`src/hdl/glsig_pkg.sv`:
```
// Shared types and constants for the grid LOD seam index generator.
// Depends on nothing; every other file of the block imports it.
`default_nettype none

package glsig_pkg;

   localparam int unsigned MAX_SIDE = 64;
   localparam int unsigned SIDE_W   = 7;
   localparam int unsigned IDX_W    = 13;

   localparam logic [2:0] PART_CELL   = 3'd0;
   localparam logic [2:0] PART_LEFT   = 3'd1;
   localparam logic [2:0] PART_RIGHT  = 3'd2;
   localparam logic [2:0] PART_BOTTOM = 3'd3;
   localparam logic [2:0] PART_TOP    = 3'd4;

   localparam int SEAM_L = 0;
   localparam int SEAM_B = 1;
   localparam int SEAM_R = 2;
   localparam int SEAM_T = 3;

   localparam logic CSR_CHUNK_WIDTH  = 1'b0;
   localparam logic CSR_CHUNK_HEIGHT = 1'b1;

   typedef logic [IDX_W-1:0] idx_type;

   typedef enum logic [2:0] {
      KIND_CELL,
      KIND_LEFT,
      KIND_RIGHT,
      KIND_BOTTOM,
      KIND_TOP
   } kind_type;

   typedef struct packed {
      logic              valid;
      kind_type          kind;
      logic              parity;
      logic [2:0]        mask;
      logic [SIDE_W-1:0] x;
      logic [SIDE_W-1:0] y;
   } place_type;

   typedef struct packed {
      logic     valid;
      kind_type kind;
      logic     parity;
      logic [2:0] mask;
      idx_type  base;
   } base_type;

   typedef struct packed {
      idx_type a;
      idx_type b;
      idx_type c;
   } tri_type;

   typedef struct packed {
      logic          valid;
      logic [2:0]    mask;
      tri_type [2:0] tris;
   } batch_type;

endpackage

`default_nettype wire

```
`src/hdl/grid_lod_seam_index_generator.sv`:
```
// Top level of the grid LOD seam index generator.
// Depends on glsig_pkg, glsig_decode, glsig_addr and glsig_serial.
//
// Usage:
//   Request: drive req_* and raise start; the beat is taken at an edge where
//   busy is low. Parts: interior cell, or a left/right/bottom/top seam segment.
//   Response: each triangle is one beat on rsp_index_a/b/c with rsp_valid high
//   for one cycle; rsp_last marks the final triangle of a request. Requests
//   that give no triangle produce no beat at all.
//   Config: csr_we with csr_index and csr_wdata sets chunk width or height;
//   write only while no request is in flight.
//   Path: the first triangle passes the decode, base multiply, corner,
//   serializer and output registers after the accepting edge.
//   Throughput: one request per cycle while each yields at most one triangle;
//   requests with two or three triangles hold the serializer until one is left,
//   and busy stalls decode and address until it can take the next batch.
//   Reset: empties the pipe and loads width and height of 16.
//   The receiver cannot stall: pending beats leave one per cycle unconditionally.
`default_nettype none

module grid_lod_seam_index_generator import glsig_pkg::*; (
   input  logic              clock,
   input  logic              reset,
   input  logic              start,
   output logic              busy,
   input  logic [3:0]        req_seam_mask,
   input  logic [2:0]        req_part,
   input  logic [5:0]        req_col,
   input  logic [5:0]        req_row,
   output logic              rsp_valid,
   output idx_type           rsp_index_a,
   output idx_type           rsp_index_b,
   output idx_type           rsp_index_c,
   output logic              rsp_last,
   input  logic              csr_we,
   input  logic [0:0]        csr_index,
   input  logic [SIDE_W-1:0] csr_wdata
);

   logic [SIDE_W-1:0] width_ff;
   logic [SIDE_W-1:0] height_ff;
   logic              hold;
   logic              take;
   logic              ready;
   place_type         place;
   batch_type         batch;

   always_ff @(posedge clock) begin
      if (reset) begin
         width_ff  <= 7'd16;
         height_ff <= 7'd16;
      end else if (csr_we) begin
         unique case (csr_index)
            CSR_CHUNK_WIDTH:  width_ff  <= csr_wdata;
            CSR_CHUNK_HEIGHT: height_ff <= csr_wdata;
            default:          width_ff  <= width_ff;
         endcase
      end
   end

   assign hold = batch.valid && (batch.mask != 3'b000) && !ready;
   assign take = start && !hold;
   assign busy = hold;

   glsig_decode u_decode (
      .clock         (clock),
      .reset         (reset),
      .hold          (hold),
      .take          (take),
      .req_seam_mask (req_seam_mask),
      .req_part      (req_part),
      .req_col       (req_col),
      .req_row       (req_row),
      .chunk_width   (width_ff),
      .chunk_height  (height_ff),
      .place         (place)
   );

   glsig_addr u_addr (
      .clock       (clock),
      .reset       (reset),
      .hold        (hold),
      .place       (place),
      .chunk_width (width_ff),
      .batch       (batch)
   );

   glsig_serial u_serial (
      .clock       (clock),
      .reset       (reset),
      .batch       (batch),
      .ready       (ready),
      .rsp_valid   (rsp_valid),
      .rsp_index_a (rsp_index_a),
      .rsp_index_b (rsp_index_b),
      .rsp_index_c (rsp_index_c),
      .rsp_last    (rsp_last)
   );

endmodule

`default_nettype wire

```
`src/hdl/glsig_decode.sv`:
```
// Input register and part decode: range checks, seam cuts, grid corner.
// Depends on glsig_pkg.
`default_nettype none

module glsig_decode import glsig_pkg::*; (
   input  logic              clock,
   input  logic              reset,
   input  logic              hold,
   input  logic              take,
   input  logic [3:0]        req_seam_mask,
   input  logic [2:0]        req_part,
   input  logic [5:0]        req_col,
   input  logic [5:0]        req_row,
   input  logic [SIDE_W-1:0] chunk_width,
   input  logic [SIDE_W-1:0] chunk_height,
   output place_type         place
);

   logic       s1_valid_ff;
   logic [3:0] s1_seam_ff;
   logic [2:0] s1_part_ff;
   logic [5:0] s1_col_ff;
   logic [5:0] s1_row_ff;
   place_type  place_ff;
   place_type  place_in;

   logic              size_ok;
   logic              in_cell;
   logic              seg_ok;
   logic              first_cut;
   logic              last_cut;
   logic [5:0]        half_w;
   logic [5:0]        half_h;
   logic [SIDE_W-1:0] x_hi;
   logic [SIDE_W-1:0] y_hi;

   always_ff @(posedge clock) begin
      if (reset) begin
         s1_valid_ff <= 1'b0;
         place_ff    <= '0;
      end else if (!hold) begin
         s1_valid_ff <= take;
         place_ff    <= place_in;
      end
   end

   always_ff @(posedge clock) begin
      if (take && !hold) begin
         s1_seam_ff <= req_seam_mask;
         s1_part_ff <= req_part;
         s1_col_ff  <= req_col;
         s1_row_ff  <= req_row;
      end
   end

   always_comb begin
      half_w  = chunk_width[SIDE_W-1:1];
      half_h  = chunk_height[SIDE_W-1:1];
      size_ok = !chunk_width[0] && !chunk_height[0]
                && (chunk_width >= 7'd2) && (chunk_height >= 7'd2)
                && (32'(chunk_width) <= MAX_SIDE) && (32'(chunk_height) <= MAX_SIDE);
      x_hi = s1_seam_ff[SEAM_R] ? chunk_width - 7'd1 : chunk_width;
      y_hi = s1_seam_ff[SEAM_T] ? chunk_height - 7'd1 : chunk_height;
      in_cell = ({1'b0, s1_col_ff} >= {6'd0, s1_seam_ff[SEAM_L]})
                && ({1'b0, s1_col_ff} < x_hi)
                && ({1'b0, s1_row_ff} >= {6'd0, s1_seam_ff[SEAM_B]})
                && ({1'b0, s1_row_ff} < y_hi);
      seg_ok    = 1'b0;
      first_cut = 1'b0;
      last_cut  = 1'b0;

      place_in.valid  = s1_valid_ff;
      place_in.kind   = KIND_CELL;
      place_in.parity = s1_col_ff[0] ^ s1_row_ff[0];
      place_in.mask   = 3'b000;
      place_in.x      = '0;
      place_in.y      = '0;

      unique case (s1_part_ff) inside
         PART_CELL: begin
            place_in.kind = KIND_CELL;
            place_in.x    = {1'b0, s1_col_ff};
            place_in.y    = {1'b0, s1_row_ff};
            place_in.mask = in_cell ? 3'b011 : 3'b000;
         end
         PART_LEFT, PART_RIGHT: begin
            seg_ok    = ((s1_part_ff == PART_LEFT) ? s1_seam_ff[SEAM_L] : s1_seam_ff[SEAM_R])
                        && (s1_row_ff < half_h);
            first_cut = (s1_row_ff == 6'd0) && s1_seam_ff[SEAM_B];
            last_cut  = (s1_row_ff == half_h - 6'd1) && s1_seam_ff[SEAM_T];
            place_in.kind = (s1_part_ff == PART_LEFT) ? KIND_LEFT : KIND_RIGHT;
            place_in.x    = (s1_part_ff == PART_LEFT) ? '0 : chunk_width - 7'd1;
            place_in.y    = {s1_row_ff, 1'b0};
            place_in.mask = seg_ok ? {!last_cut, !first_cut, 1'b1} : 3'b000;
         end
         PART_BOTTOM, PART_TOP: begin
            seg_ok    = ((s1_part_ff == PART_BOTTOM) ? s1_seam_ff[SEAM_B] : s1_seam_ff[SEAM_T])
                        && (s1_col_ff < half_w);
            first_cut = (s1_col_ff == 6'd0) && s1_seam_ff[SEAM_L];
            last_cut  = (s1_col_ff == half_w - 6'd1) && s1_seam_ff[SEAM_R];
            place_in.kind = (s1_part_ff == PART_BOTTOM) ? KIND_BOTTOM : KIND_TOP;
            place_in.x    = {s1_col_ff, 1'b0};
            place_in.y    = (s1_part_ff == PART_BOTTOM) ? '0 : chunk_height - 7'd1;
            place_in.mask = seg_ok ? {!last_cut, !first_cut, 1'b1} : 3'b000;
         end
         default: begin
            place_in.mask = 3'b000;
         end
      endcase

      if (!size_ok || !s1_valid_ff) begin
         place_in.mask = 3'b000;
      end
   end

   assign place = place_ff;

endmodule

`default_nettype wire

```
`src/hdl/glsig_addr.sv`:
```
// Base vertex multiply stage and triangle corner stage.
// Depends on glsig_pkg.
`default_nettype none

module glsig_addr import glsig_pkg::*; (
   input  logic              clock,
   input  logic              reset,
   input  logic              hold,
   input  place_type         place,
   input  logic [SIDE_W-1:0] chunk_width,
   output batch_type         batch
);

   logic [SIDE_W:0]          stride;
   logic [IDX_W-1:0]         prod;
   base_type                 base_ff;
   base_type                 base_in;
   batch_type                batch_ff;
   batch_type                batch_in;
   idx_type st;
   idx_type b;
   idx_type o1;
   idx_type o2;
   idx_type os;
   idx_type os1;
   idx_type os2;
   idx_type o2s;
   idx_type o2s1;

   function automatic tri_type mk_tri(idx_type a, idx_type bb, idx_type c);
      tri_type t;
      t.a = a;
      t.b = bb;
      t.c = c;
      return t;
   endfunction

   always_comb begin
      stride         = {1'b0, chunk_width} + 8'd1;
      prod           = IDX_W'(place.y) * IDX_W'(stride);
      base_in.valid  = place.valid;
      base_in.kind   = place.kind;
      base_in.parity = place.parity;
      base_in.mask   = place.mask;
      base_in.base   = IDX_W'(place.x) + prod;
   end

   always_comb begin
      st   = IDX_W'(stride);
      b    = base_ff.base;
      o1   = b + 13'd1;
      o2   = b + 13'd2;
      os   = b + st;
      os1  = os + 13'd1;
      os2  = os + 13'd2;
      o2s  = os + st;
      o2s1 = o2s + 13'd1;

      batch_in.valid = base_ff.valid;
      batch_in.mask  = base_ff.mask;
      unique case (base_ff.kind)
         KIND_CELL: begin
            if (base_ff.parity) begin
               batch_in.tris[0] = mk_tri(b, o1, os);
               batch_in.tris[1] = mk_tri(o1, os1, os);
            end else begin
               batch_in.tris[0] = mk_tri(b, os1, os);
               batch_in.tris[1] = mk_tri(b, o1, os1);
            end
            batch_in.tris[2] = batch_in.tris[1];
         end
         KIND_LEFT: begin
            batch_in.tris[0] = mk_tri(b, os1, o2s);
            batch_in.tris[1] = mk_tri(b, o1, os1);
            batch_in.tris[2] = mk_tri(os1, o2s1, o2s);
         end
         KIND_RIGHT: begin
            batch_in.tris[0] = mk_tri(o1, o2s1, os);
            batch_in.tris[1] = mk_tri(b, o1, os);
            batch_in.tris[2] = mk_tri(os, o2s1, o2s);
         end
         KIND_BOTTOM: begin
            batch_in.tris[0] = mk_tri(b, o2, os1);
            batch_in.tris[1] = mk_tri(b, os1, os);
            batch_in.tris[2] = mk_tri(o2, os2, os1);
         end
         KIND_TOP: begin
            batch_in.tris[0] = mk_tri(os, o1, os2);
            batch_in.tris[1] = mk_tri(b, o1, os);
            batch_in.tris[2] = mk_tri(o1, o2, os2);
         end
         default: begin
            batch_in.mask = 3'b000;
            batch_in.tris = '0;
         end
      endcase
   end

   always_ff @(posedge clock) begin
      if (reset) begin
         base_ff  <= '0;
         batch_ff <= '0;
      end else if (!hold) begin
         base_ff  <= base_in;
         batch_ff <= batch_in;
      end
   end

   assign batch = batch_ff;

endmodule

`default_nettype wire

```
`src/hdl/glsig_serial.sv`:
```
// Triangle serializer: holds up to three triangles, sends one beat per cycle.
// Depends on glsig_pkg.
`default_nettype none

module glsig_serial import glsig_pkg::*; (
   input  logic      clock,
   input  logic      reset,
   input  batch_type batch,
   output logic      ready,
   output logic      rsp_valid,
   output idx_type   rsp_index_a,
   output idx_type   rsp_index_b,
   output idx_type   rsp_index_c,
   output logic      rsp_last
);

   logic [2:0]    mask_ff;
   logic [2:0]    mask_in;
   logic [2:0]    pick;
   logic [2:0]    rest;
   logic          load;
   tri_type [2:0] tris_ff;
   tri_type [2:0] tris_in;
   tri_type       pick_tri;
   logic          rsp_valid_ff;
   logic          rsp_last_ff;
   tri_type       rsp_tri_ff;

   always_comb begin
      pick    = mask_ff & (~mask_ff + 3'd1);
      rest    = mask_ff & ~pick;
      ready   = (rest == 3'b000);
      load    = batch.valid && (batch.mask != 3'b000) && ready;
      mask_in = load ? batch.mask : rest;
      tris_in = load ? batch.tris : tris_ff;
      case (pick)
         3'b010:  pick_tri = tris_ff[1];
         3'b100:  pick_tri = tris_ff[2];
         default: pick_tri = tris_ff[0];
      endcase
   end

   always_ff @(posedge clock) begin
      if (reset) begin
         mask_ff      <= 3'b000;
         rsp_valid_ff <= 1'b0;
         rsp_last_ff  <= 1'b0;
      end else begin
         mask_ff      <= mask_in;
         rsp_valid_ff <= (mask_ff != 3'b000);
         rsp_last_ff  <= (mask_ff != 3'b000) && (rest == 3'b000);
      end
   end

   always_ff @(posedge clock) begin
      tris_ff    <= tris_in;
      rsp_tri_ff <= pick_tri;
   end

   assign rsp_valid   = rsp_valid_ff;
   assign rsp_last    = rsp_last_ff;
   assign rsp_index_a = rsp_tri_ff.a;
   assign rsp_index_b = rsp_tri_ff.b;
   assign rsp_index_c = rsp_tri_ff.c;

   a_load_near_empty: assert property (@(posedge clock) disable iff (reset)
      load |-> ($countones(mask_ff) <= 1))
      else $error("batch loaded over pending triangles");

   a_pending_sends: assert property (@(posedge clock) disable iff (reset)
      (mask_ff != 3'b000) |=> rsp_valid_ff)
      else $error("pending triangle not sent");

   a_more_follow: assert property (@(posedge clock) disable iff (reset)
      (rsp_valid_ff && !rsp_last_ff) |-> (mask_ff != 3'b000))
      else $error("beat without last but nothing pending");

   a_last_in_beat: assert property (@(posedge clock) disable iff (reset)
      rsp_last_ff |-> rsp_valid_ff)
      else $error("last flag outside a beat");

endmodule

`default_nettype wire
```
`config.mk`:
```
export PLATFORM = sky130hd
export DESIGN_NAME = grid_lod_seam_index_generator
export DESIGN_NICKNAME = d
export VERILOG_FILES = /design/src/hdl/glsig_pkg.sv /design/src/hdl/grid_lod_seam_index_generator.sv /design/src/hdl/glsig_decode.sv /design/src/hdl/glsig_addr.sv /design/src/hdl/glsig_serial.sv
export SDC_FILE = /design/constraint.sdc
export NUM_CORES = 1
export LEC_CHECK = 0
export ABC_AREA = 1
export ABC_CLOCK_PERIOD_IN_PS = 6900
export BUFFER_PORTS_ARGS = -buffer_cell sky130_fd_sc_hd__clkbuf_2
export CORE_MARGIN = 5
export CORE_UTILIZATION = 60
export DETAILED_ROUTE_END_ITERATION = 10
export PLACE_DENSITY = 0.86
export SLEW_MARGIN = 20
export SYNTH_ARGS = -nofsm -noshare
export SYNTH_HDL_FRONTEND = slang
export SYNTH_SLANG_ARGS = --single-unit
```
`constraint.sdc`:
```
create_clock -name clock -period 6.9 [get_ports clock]
set_input_delay 1.38 -clock clock [delete_from_list [all_inputs] [get_ports clock]]
set_output_delay 1.38 -clock clock [all_outputs]
set_load 0.005 [all_outputs]
```
# --- After elaboration in Yosys (flattened, before gate mapping) ---
# Cells that the tools add are included.
word_totals:
  regBits: 359
  out_inout_bits: 42
  wordCells: 150
  in_bits: 31
classes:
  addsub: 14
  mul: 1
  bitwise_logic: 6
  reduce_logical: 43
  n_eq_ne: 12
  n_mux: 20
  n_lt_le_gt_ge: 10
ops:
  columns: ["operator", "n"]
  rows:
  - ["117-bit one-hot mux with 5 select lines", 1]
  - ["78-bit two-way mux", 1]
  - ["39-bit one-hot mux with 2 select lines", 1]
  - ["14-bit one-hot mux with 3 select lines", 1]
  - ["13-bit by 1-bit adder with 13-bit output (second input constant)", 3]
  - ["7-bit two-way mux", 4]
  - ["13-bit by 2-bit adder with 13-bit output (second input constant)", 2]
  - ["13-bit by 8-bit adder with 13-bit output", 2]
  - ["1-bit logical AND", 20]
  - ["3-bit two-way mux", 6]
  - ["3-bit by 2-bit == test with 1-bit output (second input constant)", 5]
  - ["7-bit by 2-bit >= comparator with 1-bit output (second input constant)", 2]
  - ["7-bit less-or-equal comparator (second input constant)", 2]
  - ["6-bit by 7-bit < comparator with 1-bit output", 2]
  - ["7-bit by 1-bit subtractor with 7-bit output (second input constant)", 2]
  - ["7-bit by 13-bit adder with 13-bit output", 1]
  - ["7-bit by 8-bit multiplier with 13-bit output", 1]
  - ["6-bit == test", 2]
  - ["6-bit by 1-bit >= comparator with 1-bit output", 2]
  - ["6-bit zero test", 2]
  - ["6-bit < comparator", 2]
  - ["6-bit by 1-bit subtractor with 6-bit output (second input constant)", 2]
  - ["1-bit zero test", 10]
  - ["3-bit == test (second input constant)", 3]
  - ["17 further kinds", 27]

# --- Logic depth before layout (Yosys ltp) ---
depth:
  word_depth: 11
  ltp_mapped: 32
  ltp_nobuf: 32

# --- By module ---
# A second synthesis with hierarchy kept.
hier_totals:
  hier_cells: 2631
  area_unflattened_um2: 20413.3
modules_own_cells:
  columns: ["module", "seq_area_each_um2", "instances", "area_each_um2", "cells_per_inst"]
  rows:
  - ["glsig_addr", 2842.7, 1, 11522.3, 1774]
  - ["glsig_serial", 4394.2, 1, 5200.0, 353]
  - ["glsig_decode", 1031.0, 1, 3089.2, 419]
  - ["grid_lod_seam_index_generator", 280.3, 1, 601.8, 85]

# --- Least setup slack after synthesis ---
# OpenSTA, ideal clock, no wires.
synth_timing:
  path_type: "flip-flop to flip-flop"
  from: "register u_serial.mask_ff[0]"
  to: "register u_serial.tris_ff[0] (netlist name) (enable)"
  path_stages_with_launch: 6
  arrival_time_ns: 5.680
  path_slack_ns: 0.623
  setup_ns: 0.597
  t_required_ns: 6.303
  n_path_buf: 0
  period_less_slack_ns: 6.277
  cell_sequence: "dfxtp_1 -> nor2_1 -> nor2_1 -> inv_1 -> nand2_1 -> nor2_1"
synth_via:
  elab_chain_cells: 7
synth_lines:
  columns: ["element", "line", "source"]
  rows:
  - ["start, declared", "glsig_serial.sv:17", "logic [2:0] mask_ff;"]
  - ["start signal, assigned", "glsig_serial.sv:49", "mask_ff <= mask_in;"]
  - ["3-bit NOT", "glsig_serial.sv:30", "pick = mask_ff & (~mask_ff + 3'd1);"]
  - ["3-bit by 1-bit adder with 3-bit output", "glsig_serial.sv:30", null]
  - ["3-bit bitwise AND", "glsig_serial.sv:30", null]
  - ["3-bit NOT", "glsig_serial.sv:31", "rest = mask_ff & ~pick;"]
  - ["3-bit bitwise AND (*)", "glsig_serial.sv:31", null]
  - ["3-bit zero test (*)", "glsig_serial.sv:32", "ready = (rest == 3'b000);"]
  - ["1-bit logical AND (*)", "glsig_serial.sv:33", "load = batch.valid && (batch.mask != 3'b000) && ready;"]
  - ["named net u_serial.load", "glsig_serial.sv:21", "logic load;"]
  - ["end signal, assigned", "glsig_serial.sv:56", "tris_ff <= tris_in;"]
  - ["end, declared", "glsig_serial.sv:22", "tri_type [2:0] tris_ff;"]
# The timed path passes the listed nets; every way through them passes the cells marked *.
# A chain may end at the register's enable or synchronous reset.

# --- Worst setup path after layout ---
layout_timing:
  from: "register width_ff[0]"
  to: "register u_addr.base_ff (netlist bit u_addr.b[12])"
layout_via:
  elab_chain_cells: 3
layout_lines:
  columns: ["element", "line", "source"]
  rows:
  - ["start, declared", "grid_lod_seam_index_generator.sv:40", "logic [SIDE_W-1:0] width_ff;"]
  - ["start signal, assigned", "grid_lod_seam_index_generator.sv:54", "CSR_CHUNK_WIDTH: width_ff <= csr_wdata;"]
  - ["start signal, assigned", "grid_lod_seam_index_generator.sv:56", "default: width_ff <= width_ff;"]
  - ["7-bit by 1-bit adder with 8-bit output", "glsig_addr.sv:39", "stride = {1'b0, chunk_width} + 8'd1;"]
  - ["7-bit by 8-bit multiplier with 13-bit output", "glsig_addr.sv:40", "prod = IDX_W'(place.y) * IDX_W'(stride);"]
  - ["7-bit by 13-bit adder with 13-bit output", "glsig_addr.sv:45", "base_in.base = IDX_W'(place.x) + prod;"]
  - ["end signal, assigned", "glsig_addr.sv:104", "base_ff <= base_in;"]
  - ["end, declared", "glsig_addr.sv:16", "base_type base_ff;"]
# Every way passes these cells.

==> flow_summary.yaml <==
floorplan:
  core_area_um2: 33360
  chipHeight_um: 193.3
  die-area_um2: 37350
  die_w_um: 193.3
  start_util_pct: 60.40
  rows: 67
  ioPinCount: 73
global_route:
  grt_pass1_wl_um: 98040
  gr-total-overflow: 0
  grt_use_total_pct: 32.49
  grt_pass1_vias: 17981
  grt_max_degree: 102
  antenna_found_initial: 0
layout:
  syn_to_final_growth_pct: 9.680
  drive_gt1_share_pct: 9.038
  multi_input_area_um2: 10150
  fillers: 2828
  seq_area_um2: 8548
  layout.cells.non_filler: 3038
  fin_util_pct: 66.24
  final_cell_mix: "nand2_1, inv_1, dfxtp_1"
  final_common_cell: "nand2_1"
  fin_nets: 2714
yosys:
  synth-seq-cells: 359
  yosysWarnings: 0
  syn_nets: 2699
  syn_inst: 2545
  synth_cell_types: 55
  synth_top_flop_cell: "dfxtp_1"
  async_reset_ff_share_pct: 0
  ys_seq_area_share_pct: 42.42
  synth.avg_cell_area_um2: 7.918
  syn_area_um2: 20150
  synth-edff-count: 136
placement:
  numPortBuffers: 72
  hpwl_um: 43840
  routabilityCongestion: 1.040
  dpl.cell_count: 2969
route:
  drc: 0
  wl_per_cell_um: 20.37
  first_iter_violations: 1891
  drtPass1Iterations: 7
  ant_nets: 0
  viasPerCell: 6.057
  wirelength_um: 61900
  vias: 18400
sta:
  timing.final.crit_share_pct: 82.14
  period_needed_ns: 5.667
  maxSlewHeadroom_pct: 30.40
  max_freq_ghz: 0.1764
  worstMarginPinSlew_ns: 1.044
  tns_ns: 0
  slew_viol_final: 0
  finalSetupViolations: 0
  fin_worst_skew_ns: 0.02554
  finalHoldViolCount: 0
  rsz0062_at_grt: "no"
clocking:
  ctsHoldBuffers: 0
  clk_pin_slew_ns: 0.06
  cts_tree: "built"
  clkLatencyLatePin_ns: 0.58
  cts_buffers: 37
  cts_root_buf: "clkbuf_16"
  cts_resized: 0
  clock_path_buffers: 3
  h-tree-depth: 2
  clock_sinks: 359
  cts_setup_buffers: 0
setup_path:
  worstPathRequired_ns: 7.35
  r2r_cells: 20
  cp.depth: 20
  setup.worst_path.end: "u_addr.b[12]"
  path_common_cell: "inv_1"
  crit_path_cell_trace: "inv_1 > ha_1 > nand2_1 > inv_1 > fa_1 > fa_1 > inv_1 > fa_1 > fa_1 > inv_1 > ha_1 > nand2_1 > o21ai_0 > a31oi_1 > o21ai_0 > nand2_1 > a21oi_1 > nor3_1 > o211ai_1 > inv_1"
  path_max_fanout: 13
  arrival_ns: 6.11
  cp-end-kind: "register"
  slowest_stage: "dfxtp_1"
  rr_startpoint: "width_ff[0]"
  r2r-end: "u_addr.b[12]"
  r2r_setup_slack_ns: 1.23
  crit_path_start_kind: "register"
  worstSetupStartpoint: "width_ff[0]"
  crit_buf_inv: 5
  crit_family: "adder cells"
  max_stage_delay_ns: 0.65
  crit_type: "reg -> reg"
power_and_ir_drop:
  cellPowerDensity_nw_per_um2: 250.2
  peakVddDrop_mv: 0.2162
  p_leak_nw: 9.562
hold_path:
  hp-start: "u_addr.batch[95]"
  min_path_type: "reg -> reg"
run_status:
  outcome: "completed"
job:
  cap_violations: 0
sequential cells by signal, indices dropped and copies added, names as in the netlist, 7 cells and up:
name	cells
u_addr.base_ff	8
u_addr.batch	121
u_serial.rsp_index_a	13
width_ff	7
u_serial.tris_ff	117
u_serial.rsp_index_c	13
u_addr.b	13
u_decode.place	22
u_serial.rsp_index_b	13
height_ff	7
where the power goes:
| group | total, mW | switching [mW] | internal [mW] |
|---|---|---|---|
| logic | 1.03 | 0.711 | 0.319 |
| registers | 2.39 | 0.0868 | 2.30 |
| clock network | 2.11 | 0.873 | 1.23 |
| total | 5.53 | 1.67 | 3.86 |
cell usage after synthesis (31+ instances only):
cell type	n	area share, %
o21ai_0	178	4.4
ha_1	86	5.3
nand3_1	132	3.3
nor2_1	150	2.8
edfxtp_1	136	20
o211ai_1	47	1.8
clkbuf_1	83	1.5
a21oi_1	200	5.0
dfxtp_1	223	22
fa_1	37	3.7
xor2_1	51	2.2
inv_1	261	4.9
o22ai_1	31	0.96
a22oi_1	40	1.5
nand2_1	674	13
through the flow:
| stage | area (µm²) | setup WS [ns] | power (mW) | hold WS [ns] |
|---|---|---|---|---|
| finish | 22100 | 1.233 | 5.529 | 0.4267 |
| CTS | 22100 | 1.267 | 5.520 | 0.4273 |
| global placement | 20800 | 1.457 | 3.401 | 0.4125 |
| global route | 22100 | 0.7491 | 5.760 | 0.4352 |
| detailed placement | 20800 | 1.327 | 3.424 | 0.4150 |
| floorplan | 20150 | 0.6229 | 3.115 | 0.4086 |
layout make-up:
class	count	share of cell area [%]
flip-flops and latches	359	38.68
clock buffers	53	4.931
multi-input cells	1798	45.95
clock inverters	15	0.9454
repair buffers	92	2.321
well taps	448	2.536
diodes	1	0.01132
inverters	272	4.631
cell families after synthesis:
group	count (synthesis)	share of synthesized area (%)
compound gates	556	15.95
xor+xnor	62	2.695
fa+ha+maj	123	9.016
buf+inv	388	7.464
flops	359	42.42
mux	2	0.1118
simple gates	1055	22.35
metal layers:
metal	track usage [%]	vias to the layer above	wire [µm]
li1	-	8552	-
met1	42.35	8653	24400
met2	53.06	989	28760
met3	5.775	206	5710
met4	15.11	0	3027
met5	0	-	0
worst register-to-register path, delay by kind of cell (launching register included):
| family | cells | cell delay (ns) |
|---|---|---|
| DFF | 1 | 0.65 |
| buffers and inverters | 5 | 0.50 |
| adders and majority gates | 6 | 2.89 |
| AOI/OAI and AO/OA | 5 | 1.11 |
| and+or+nand+nor | 4 | 0.40 |
how the worst min path moves through the flow:
stage,to,slack [ns],cells past startpoint
CTS,u_serial.tris_ff[95],0.43,0
floorplan,u_serial.tris_ff[0],0.41,0
finish,u_serial.tris_ff[95],0.43,0
detailed placement,u_serial.tris_ff[18],0.41,0
global route,u_serial.tris_ff[116],0.44,0
global placement,u_serial.tris_ff[48],0.41,0
Power figures use the tool's default switching activity.
